File: src/anbscan_pkg.sv
`timescale 1ns / 1ps
// ----------------------------------------------------------------------------
// anbscan_pkg
// Shared constants, types and helpers of the Annex-B NAL unit scanner.
// ----------------------------------------------------------------------------
package anbscan_pkg;

    // Most NAL unit records emitted per access unit
    localparam int MAX_UNITS   = 16;
    // Width of the saturating length counters
    localparam int LENGTH_BITS = 24;

    // Width of the record counter, wide enough to hold MAX_UNITS itself
    localparam int REC_W       = $clog2(MAX_UNITS + 1);
    // Fixed widths of the result fields
    localparam int TYPE_W      = 5;
    localparam int CODE_W      = 3;
    localparam int COUNT_W     = 5;

    // Header type mask and the SEI unit type
    localparam logic [7:0]        TYPE_MASK = 8'h1F;
    localparam logic [TYPE_W-1:0] SEI_TYPE  = 5'd6;

    // Shortest access unit that can be parsed at all
    localparam logic [2:0] SHORT_LIMIT = 3'd4;

    // Result kinds
    localparam logic KIND_NAL     = 1'b0;
    localparam logic KIND_SUMMARY = 1'b1;

    // Summary status codes
    typedef enum logic [1:0] {
        ST_OK      = 2'd0,
        ST_SHORT   = 2'd1,
        ST_NO_CODE = 2'd2
    } t_status;

    typedef logic [LENGTH_BITS-1:0] t_len;
    typedef logic [LENGTH_BITS:0]   t_len_ext;

    // One processed item: an optional NAL record and an optional summary
    typedef struct packed {
        logic               has_rec;
        logic [TYPE_W-1:0]  rec_type;
        t_len               rec_len;
        logic [CODE_W-1:0]  rec_code;
        logic               has_sum;
        t_status            status;
        logic [CODE_W-1:0]  first_code;
        logic [COUNT_W-1:0] count;
        logic               sei;
    } t_bundle;

    // Add a small amount to a length, saturating at all ones
    function automatic t_len sat_add_len(input t_len a, input logic [2:0] b);
        t_len_ext sum;
        sum = {1'b0, a} + t_len_ext'(b);
        return sum[LENGTH_BITS] ? {LENGTH_BITS{1'b1}} : sum[LENGTH_BITS-1:0];
    endfunction

endpackage

File: src/anbscan_core.sv
`timescale 1ns / 1ps
// ----------------------------------------------------------------------------
// anbscan_core
// Input register and start code scanning state; turns each byte into a
// bundle of at most one NAL record and one summary.
// ----------------------------------------------------------------------------
module anbscan_core (
    input  logic                  i_clk,
    input  logic                  i_rst_n,
    input  logic                  i_valid,
    output logic                  o_stall,
    input  logic [7:0]            i_data_byte,
    input  logic                  i_last_byte,
    input  logic                  i_queue_full,
    output logic                  o_push,
    output anbscan_pkg::t_bundle  o_bundle
);

    // Input register
    logic       r_in_valid;
    logic [7:0] r_byte;
    logic       r_last;

    // Scanner state
    logic [1:0]                     r_zr, n_zr;
    logic [2:0]                     r_total, n_total;
    anbscan_pkg::t_len              r_len, n_len;
    logic                           r_inside, n_inside;
    logic                           r_aw, n_aw;
    logic [anbscan_pkg::TYPE_W-1:0] r_type, n_type;
    logic [anbscan_pkg::CODE_W-1:0] r_code, n_code;
    logic [anbscan_pkg::CODE_W-1:0] r_first, n_first;
    logic [anbscan_pkg::REC_W-1:0]  r_rec, n_rec;
    logic                           r_sei, n_sei;

    logic                           accept;
    logic                           proc;
    anbscan_pkg::t_len              sum_step;
    anbscan_pkg::t_len              sum_one;
    logic [anbscan_pkg::CODE_W-1:0] code_from_run;
    anbscan_pkg::t_bundle           bundle;

    assign o_stall = r_in_valid & i_queue_full;
    assign accept  = i_valid & ~o_stall;
    assign proc    = r_in_valid & ~i_queue_full;

    assign sum_step      = anbscan_pkg::sat_add_len(r_len, {1'b0, r_zr} + 3'd1);
    assign sum_one       = anbscan_pkg::sat_add_len(r_len, 3'd1);
    assign code_from_run = {1'b0, r_zr} + 3'd1;

    // Hold the accepted item until it is processed
    always_ff @(posedge i_clk) begin
        if (!i_rst_n) begin
            r_in_valid <= 1'b0;
        end else if (accept) begin
            r_in_valid <= 1'b1;
        end else if (proc) begin
            r_in_valid <= 1'b0;
        end
    end

    always_ff @(posedge i_clk) begin
        if (accept) begin
            r_byte <= i_data_byte;
            r_last <= i_last_byte;
        end
    end

    // Advance the scan state by one byte and build its results
    always_comb begin
        n_zr     = r_zr;
        n_total  = (r_total == anbscan_pkg::SHORT_LIMIT) ? r_total : r_total + 3'd1;
        n_len    = r_len;
        n_inside = r_inside;
        n_aw     = r_aw;
        n_type   = r_type;
        n_code   = r_code;
        n_first  = r_first;
        n_rec    = r_rec;
        n_sei    = r_sei;
        bundle   = '0;
        bundle.rec_code = r_code;

        if (r_aw) begin
            // header byte opens a unit
            n_aw     = 1'b0;
            n_inside = 1'b1;
            n_type   = r_byte[anbscan_pkg::TYPE_W-1:0] &
                       anbscan_pkg::TYPE_MASK[anbscan_pkg::TYPE_W-1:0];
            if (n_type == anbscan_pkg::SEI_TYPE) begin
                n_sei = 1'b1;
            end
            n_zr  = (r_byte == 8'd0) ? 2'd1 : 2'd0;
            n_len = (r_byte == 8'd0) ? '0 : anbscan_pkg::t_len'(1);
        end else if (r_inside) begin
            if (r_byte == 8'd0) begin
                // zeros beyond three belong to the open unit
                if (r_zr == 2'd3) begin
                    n_len = sum_one;
                end else begin
                    n_zr = r_zr + 2'd1;
                end
            end else if (r_byte == 8'd1 && r_zr >= 2'd2) begin
                // start code closes the open unit
                bundle.has_rec = 1'b1;
                bundle.rec_len = r_len;
                n_inside = 1'b0;
                n_zr     = 2'd0;
                n_len    = '0;
                n_rec    = r_rec + 1'b1;
                if (n_rec < anbscan_pkg::REC_W'(anbscan_pkg::MAX_UNITS)) begin
                    n_aw   = 1'b1;
                    n_code = code_from_run;
                end
            end else begin
                n_len = sum_step;
                n_zr  = 2'd0;
            end
        end else if (r_first == '0) begin
            // search for the first start code
            if (r_byte == 8'd0) begin
                if (r_zr != 2'd3) begin
                    n_zr = r_zr + 2'd1;
                end
            end else if (r_byte == 8'd1 && r_zr >= 2'd2) begin
                n_first = code_from_run;
                n_code  = code_from_run;
                n_aw    = 1'b1;
                n_zr    = 2'd0;
            end else begin
                n_zr = 2'd0;
            end
        end

        bundle.rec_type = n_type;

        if (r_last) begin
            // close the open unit, add the summary, then drop all state
            if (n_inside) begin
                bundle.has_rec = 1'b1;
                bundle.rec_len = r_aw ? anbscan_pkg::t_len'(1) : sum_step;
                n_rec = n_rec + 1'b1;
            end
            bundle.has_sum = 1'b1;
            if (n_total < anbscan_pkg::SHORT_LIMIT) begin
                bundle.status = anbscan_pkg::ST_SHORT;
            end else if (n_first == '0) begin
                bundle.status = anbscan_pkg::ST_NO_CODE;
            end else begin
                bundle.status     = anbscan_pkg::ST_OK;
                bundle.first_code = n_first;
                bundle.count      = anbscan_pkg::COUNT_W'(n_rec);
                bundle.sei        = n_sei;
            end
            n_zr     = '0;
            n_total  = '0;
            n_len    = '0;
            n_inside = 1'b0;
            n_aw     = 1'b0;
            n_type   = '0;
            n_code   = '0;
            n_first  = '0;
            n_rec    = '0;
            n_sei    = 1'b0;
        end
    end

    // Update the scan state when the held byte is processed
    always_ff @(posedge i_clk) begin
        if (!i_rst_n) begin
            r_zr     <= '0;
            r_total  <= '0;
            r_len    <= '0;
            r_inside <= 1'b0;
            r_aw     <= 1'b0;
            r_type   <= '0;
            r_code   <= '0;
            r_first  <= '0;
            r_rec    <= '0;
            r_sei    <= 1'b0;
        end else if (proc) begin
            r_zr     <= n_zr;
            r_total  <= n_total;
            r_len    <= n_len;
            r_inside <= n_inside;
            r_aw     <= n_aw;
            r_type   <= n_type;
            r_code   <= n_code;
            r_first  <= n_first;
            r_rec    <= n_rec;
            r_sei    <= n_sei;
        end
    end

    assign o_push   = proc & (bundle.has_rec | bundle.has_sum);
    assign o_bundle = bundle;

endmodule

File: src/anbscan_outq.sv
`timescale 1ns / 1ps
// ----------------------------------------------------------------------------
// anbscan_outq
// Two-entry queue of result bundles; sends the record and then the summary
// of each bundle as separate items.
// ----------------------------------------------------------------------------
module anbscan_outq (
    input  logic                              i_clk,
    input  logic                              i_rst_n,
    input  logic                              i_push,
    input  anbscan_pkg::t_bundle              i_bundle,
    output logic                              o_full,
    output logic                              o_valid,
    input  logic                              i_stall,
    output logic                              o_record_kind,
    output logic [anbscan_pkg::TYPE_W-1:0]    o_unit_type,
    output logic [anbscan_pkg::LENGTH_BITS-1:0] o_unit_length,
    output logic [anbscan_pkg::CODE_W-1:0]    o_code_length,
    output logic [1:0]                        o_parse_status,
    output logic [anbscan_pkg::CODE_W-1:0]    o_first_code_length,
    output logic [anbscan_pkg::COUNT_W-1:0]   o_unit_count,
    output logic                              o_sei_seen,
    output logic                              o_last_result
);

    anbscan_pkg::t_bundle r_entry [2];
    logic                 r_wr_ptr;
    logic                 r_rd_ptr;
    logic [1:0]           r_cnt, n_cnt;
    logic                 r_phase;

    anbscan_pkg::t_bundle head;
    logic                 show_rec;
    logic                 take;
    logic                 pop;

    assign head     = r_entry[r_rd_ptr];
    assign o_full   = (r_cnt == 2'd2);
    assign o_valid  = (r_cnt != 2'd0);
    assign show_rec = head.has_rec & ~r_phase;
    assign take     = o_valid & ~i_stall;
    assign pop      = take & ~(show_rec & head.has_sum);

    // Store bundles
    always_ff @(posedge i_clk) begin
        if (i_push) begin
            r_entry[r_wr_ptr] <= i_bundle;
        end
    end

    // Track fill level, pointers and which half of the head is shown
    always_comb begin
        n_cnt = r_cnt;
        if (i_push && !pop) begin
            n_cnt = r_cnt + 2'd1;
        end else if (!i_push && pop) begin
            n_cnt = r_cnt - 2'd1;
        end
    end

    always_ff @(posedge i_clk) begin
        if (!i_rst_n) begin
            r_wr_ptr <= 1'b0;
            r_rd_ptr <= 1'b0;
            r_cnt    <= 2'd0;
            r_phase  <= 1'b0;
        end else begin
            r_cnt <= n_cnt;
            if (i_push) begin
                r_wr_ptr <= ~r_wr_ptr;
            end
            if (pop) begin
                r_rd_ptr <= ~r_rd_ptr;
                r_phase  <= 1'b0;
            end else if (take) begin
                r_phase  <= 1'b1;
            end
        end
    end

    // Drive the result fields from the head bundle
    always_comb begin
        o_record_kind       = anbscan_pkg::KIND_SUMMARY;
        o_unit_type         = '0;
        o_unit_length       = '0;
        o_code_length       = '0;
        o_parse_status      = head.status;
        o_first_code_length = head.first_code;
        o_unit_count        = head.count;
        o_sei_seen          = head.sei;
        o_last_result       = 1'b1;
        if (show_rec) begin
            o_record_kind       = anbscan_pkg::KIND_NAL;
            o_unit_type         = head.rec_type;
            o_unit_length       = head.rec_len;
            o_code_length       = head.rec_code;
            o_parse_status      = anbscan_pkg::ST_OK;
            o_first_code_length = '0;
            o_unit_count        = '0;
            o_sei_seen          = 1'b0;
            o_last_result       = 1'b0;
        end
    end

endmodule

File: src/annexb_nal_unit_scanner.sv
`timescale 1ns / 1ps
// ----------------------------------------------------------------------------
// annexb_nal_unit_scanner
// Scans Annex-B access units byte by byte and reports NAL unit records and
// a per-access-unit summary.
// ----------------------------------------------------------------------------
// Throughput: one byte per cycle while o_stall is low; results leave at one
//   per cycle while i_stall is low, a last byte's record before its summary.
// Path: an accepted byte passes the input register, then the scan logic into
//   the two-entry result queue.
// Reset: synchronous, active low; clears scan state and empties the queue.
// ----------------------------------------------------------------------------
module annexb_nal_unit_scanner (
    input  logic                                i_clk,
    input  logic                                i_rst_n,
    input  logic                                i_valid,
    output logic                                o_stall,
    input  logic [7:0]                          i_data_byte,
    input  logic                                i_last_byte,
    output logic                                o_valid,
    input  logic                                i_stall,
    output logic                                o_record_kind,
    output logic [anbscan_pkg::TYPE_W-1:0]      o_unit_type,
    output logic [anbscan_pkg::LENGTH_BITS-1:0] o_unit_length,
    output logic [anbscan_pkg::CODE_W-1:0]      o_code_length,
    output logic [1:0]                          o_parse_status,
    output logic [anbscan_pkg::CODE_W-1:0]      o_first_code_length,
    output logic [anbscan_pkg::COUNT_W-1:0]     o_unit_count,
    output logic                                o_sei_seen,
    output logic                                o_last_result
);

    logic                 queue_full;
    logic                 push;
    anbscan_pkg::t_bundle bundle;

    // Scan bytes
    anbscan_core u_core (
        .i_clk        (i_clk),
        .i_rst_n      (i_rst_n),
        .i_valid      (i_valid),
        .o_stall      (o_stall),
        .i_data_byte  (i_data_byte),
        .i_last_byte  (i_last_byte),
        .i_queue_full (queue_full),
        .o_push       (push),
        .o_bundle     (bundle)
    );

    // Queue and serialize results
    anbscan_outq u_outq (
        .i_clk               (i_clk),
        .i_rst_n             (i_rst_n),
        .i_push              (push),
        .i_bundle            (bundle),
        .o_full              (queue_full),
        .o_valid             (o_valid),
        .i_stall             (i_stall),
        .o_record_kind       (o_record_kind),
        .o_unit_type         (o_unit_type),
        .o_unit_length       (o_unit_length),
        .o_code_length       (o_code_length),
        .o_parse_status      (o_parse_status),
        .o_first_code_length (o_first_code_length),
        .o_unit_count        (o_unit_count),
        .o_sei_seen          (o_sei_seen),
        .o_last_result       (o_last_result)
    );

endmodule

File: config.mk
export PLATFORM = sky130hd
export DESIGN_NAME = annexb_nal_unit_scanner
export DESIGN_NICKNAME = d
export VERILOG_FILES = /design/src/anbscan_pkg.sv /design/src/anbscan_core.sv /design/src/anbscan_outq.sv /design/src/annexb_nal_unit_scanner.sv
export SDC_FILE = /design/constraint.sdc
export NUM_CORES = 1
export LEC_CHECK = 0
export BUFFER_PORTS_ARGS = -buffer_cell sky130_fd_sc_hd__buf_2
export CAP_MARGIN = 15
export CORE_MARGIN = 2
export CORE_UTILIZATION = 55
export CTS_CLUSTER_SIZE = 28
export DETAILED_ROUTE_END_ITERATION = 10
export PLACE_DENSITY_LB_ADDON = 0.05
export SYNTH_ARGS = -nofsm -noshare
export SYNTH_HDL_FRONTEND = slang
export SYNTH_SLANG_ARGS = --single-unit
File: constraint.sdc
create_clock -name i_clk -period 11.85 [get_ports i_clk]
set_input_delay 0.5925 -clock i_clk [delete_from_list [all_inputs] [get_ports i_clk]]
set_output_delay 0.5925 -clock i_clk [all_outputs]
set_load 0.05 [all_outputs]
==> metrics.txt <==
leakage power 3.26 nW; DRC viols 0; post-synthesis sequential area ratio 0.503; number of routed nets with antenna violations 0; CTS tree done; die width 125 um; number of synthesized flops with an enable pin 99; effective utilization at floorplan 0.560; Rel. slew slack 0.262; Worst Setup EP o_unit_length[22]; overall routed net length 21,100 um; crit start category flop; area added between synthesis and finish 11.6%; global-route wire length before repair 33,600 um; worst reg2reg endpoint u_outq.r_cnt[1]; synth top area cells edfxtp_1 (37%), dfxtp_1 (14%), mux2i_1 (6.1%), nor2_1 (4.4%), o21ai_0 (4.1%); fmax 258 MHz; syn avg cell area 9.92 um^2; dpl cell area 8450 um^2; Setup Skew 11.0 ps; outcome finished clean; Hold WS 332 ps; die area 15,700 um^2; post-route minimum period 3870 ps; Worst IR Drop VDD 102 uV; CP required 11,260 ps; Worst-path clk slew 70 ps; top_reg_cell synth edfxtp_1; crit path kind flop to output pin; setup TNS 0 ps; Max H-tree Level 4; critical-path maximum fanout 35; Yosys reg bits 154; RD Place Congestion 0.934; clock root cell clkbuf_16; vias in the first global route 6,076; Hold Vio Cnt, Final 0; via count 6,553; max-slew violations 0; Worst Path Arrival 3280 ps; setup violators final 0; # nets final 871; number of diodes 0; Vias/cell 6.28; Distinct cells, synth 68; die height 125 um; cell taking the most area after synthesis edfxtp_1; Num CTS Buffers 17; Power per Cell Area 161 nW/um^2; Total GRT Usage 0.274; Wirelength per Cell 20.2 um; area of the multi-input gates 3740 um^2; Synth top area share 0.367; Skew-Pair Late Insertion Delay 430 ps; top-count cell post-synth edfxtp_1; clock sink count 154; Worst Tran Pin Value 1110 ps; ys async rst share 0; Pwr Total 0.00146 W; unrepaired setup endpoints after global routing false; fin crit share 0.327; Ys Warns 0; pin count of the biggest net entering global routing 47; HP Class primary input to flop; I/O Buffers 59; R2R cell count 7; Reg area 4080 um^2; crit end category output pin; placed wire-length estimate 14,500 um; Top Ports 60; flop-to-flop setup slack 7990 ps; Pre-Repair DR Iteration Count 6; hold path start i_data_byte[4]; Fill cells 1,195; Iter 0 DRT Violations 820; Design Area, Final 9040 um^2; Max Cap Viol 0; # rows 44; cells after synthesis 817; synthesized area 8100 um^2; Post-Syn Nets 842; post-CTS setup buffers 0; Core Region 14,500 um^2; post-cts resize count 0; Longest Clk Path Bufs 2; hold buffers post-CTS 0; layout cells sized above 1 0.147; Post-synth top cells edfxtp_1 (99), nor2_1 (96), nand2_1 (68); initial antenna violation count 0; grt total ovfl 0
## cell type report
| type | instances | area share |
|---|---|---|
| Sequential cell | 154 | 0.451 |
| Multi-Input combinational cell | 591 | 0.414 |
| Clock buffer | 17 | 0.0471 |
| Timing Repair Buffer | 64 | 0.0371 |
| Tap cell | 184 | 0.0255 |
| Clock inverter | 15 | 0.0183 |
| Inverter | 18 | 0.00748 |
## critical path, stage by stage (launching register included)
cell	delay (ps)
dfxtp_2	330
mux2i_1	120
nor2_1	640
clkinv_1	1070
nor2_1	380
buf_2	310
## layout by cell type, fill, tap and decap left out, types with 9 or more instances in the layout
master,Yosys,final
nor2b_1,15,15
a21boi_0,9,9
mux2i_1,49,49
nor2_1,96,96
dfxtp_1,55,54
a31oi_1,10,10
nor3_1,16,15
a21oi_1,44,44
ha_1,11,11
buf_2,9,59
nand4_1,16,16
a22o_1,9,9
edfxtp_1,99,99
xnor2_1,11,11
nand3_1,22,22
a21o_1,11,11
xor2_1,9,9
nor4_1,9,9
inv_1,16,16
clkbuf_16,0,17
o21ai_0,67,67
nand2_1,68,68
## how the worst min path moves through the flow
stage / slack (ps) / cells after the start / to
2_1_floorplan: 430 / 0 / u_outq.r_entry[0][12]
3_3_place_gp: 440 / 0 / u_outq.r_entry[0][13]
3_5_place_dp: 450 / 0 / u_outq.r_entry[0][13]
4_1_cts: 320 / 1 / u_core.r_byte[4]
5_1_grt: 330 / 1 / u_core.r_byte[4]
6_report: 330 / 1 / u_core.r_byte[4]
## state kept, by name, indices dropped and copies added (netlist names), 2 cells and up, named ones only
register        cells
u_core.r_byte       8
u_core.r_code       3
u_outq.r_cnt        2
u_core.r_rec        5
u_core.r_len       24
u_core.r_type       5
u_outq.r_entry     90
u_core.r_zr         2
u_core.r_total      3
u_core.r_first      3
## cells by family (layout without fill, tap and decap cells)
logic type                 Yosys count  in the layout  share of synthesized area
xor gates and xnor gates            20             20                     0.0216
buffers and inverters               72            114                     0.0364
muxes                               56             56                     0.0703
DFF                                154            154                      0.503
and+or+nand+nor                    296            296                      0.183
AOI/OAI and AO/OA                  207            207                      0.166
adders and majority gates           12             12                     0.0195
## per-layer routing
layer	track usage	vias to the layer above	part of all wire
met1	0.419	3114	0.46
li1	-	3078	-
met3	0.0565	33	0.084
met5	0	-	0
met4	0.0778	0	0.016
met2	0.395	328	0.44
## through the flow
stage                     worst slack, ps   util  cells
final                                7980  0.624   1043
after global routing                 7640  0.624   1043
after CTS                            7930  0.624   1043
after detailed placement             7980  0.583   1011
after global placement               8290  0.583   1010
after floorplan                      7050      -    817
## power by group
part / internal, W / switching (W)
clock: 0.000314 / 0.000230
sequential: 0.000588 / 0.0000120
combinational: 0.0000789 / 0.000237
Power figures use the tool's default switching activity.
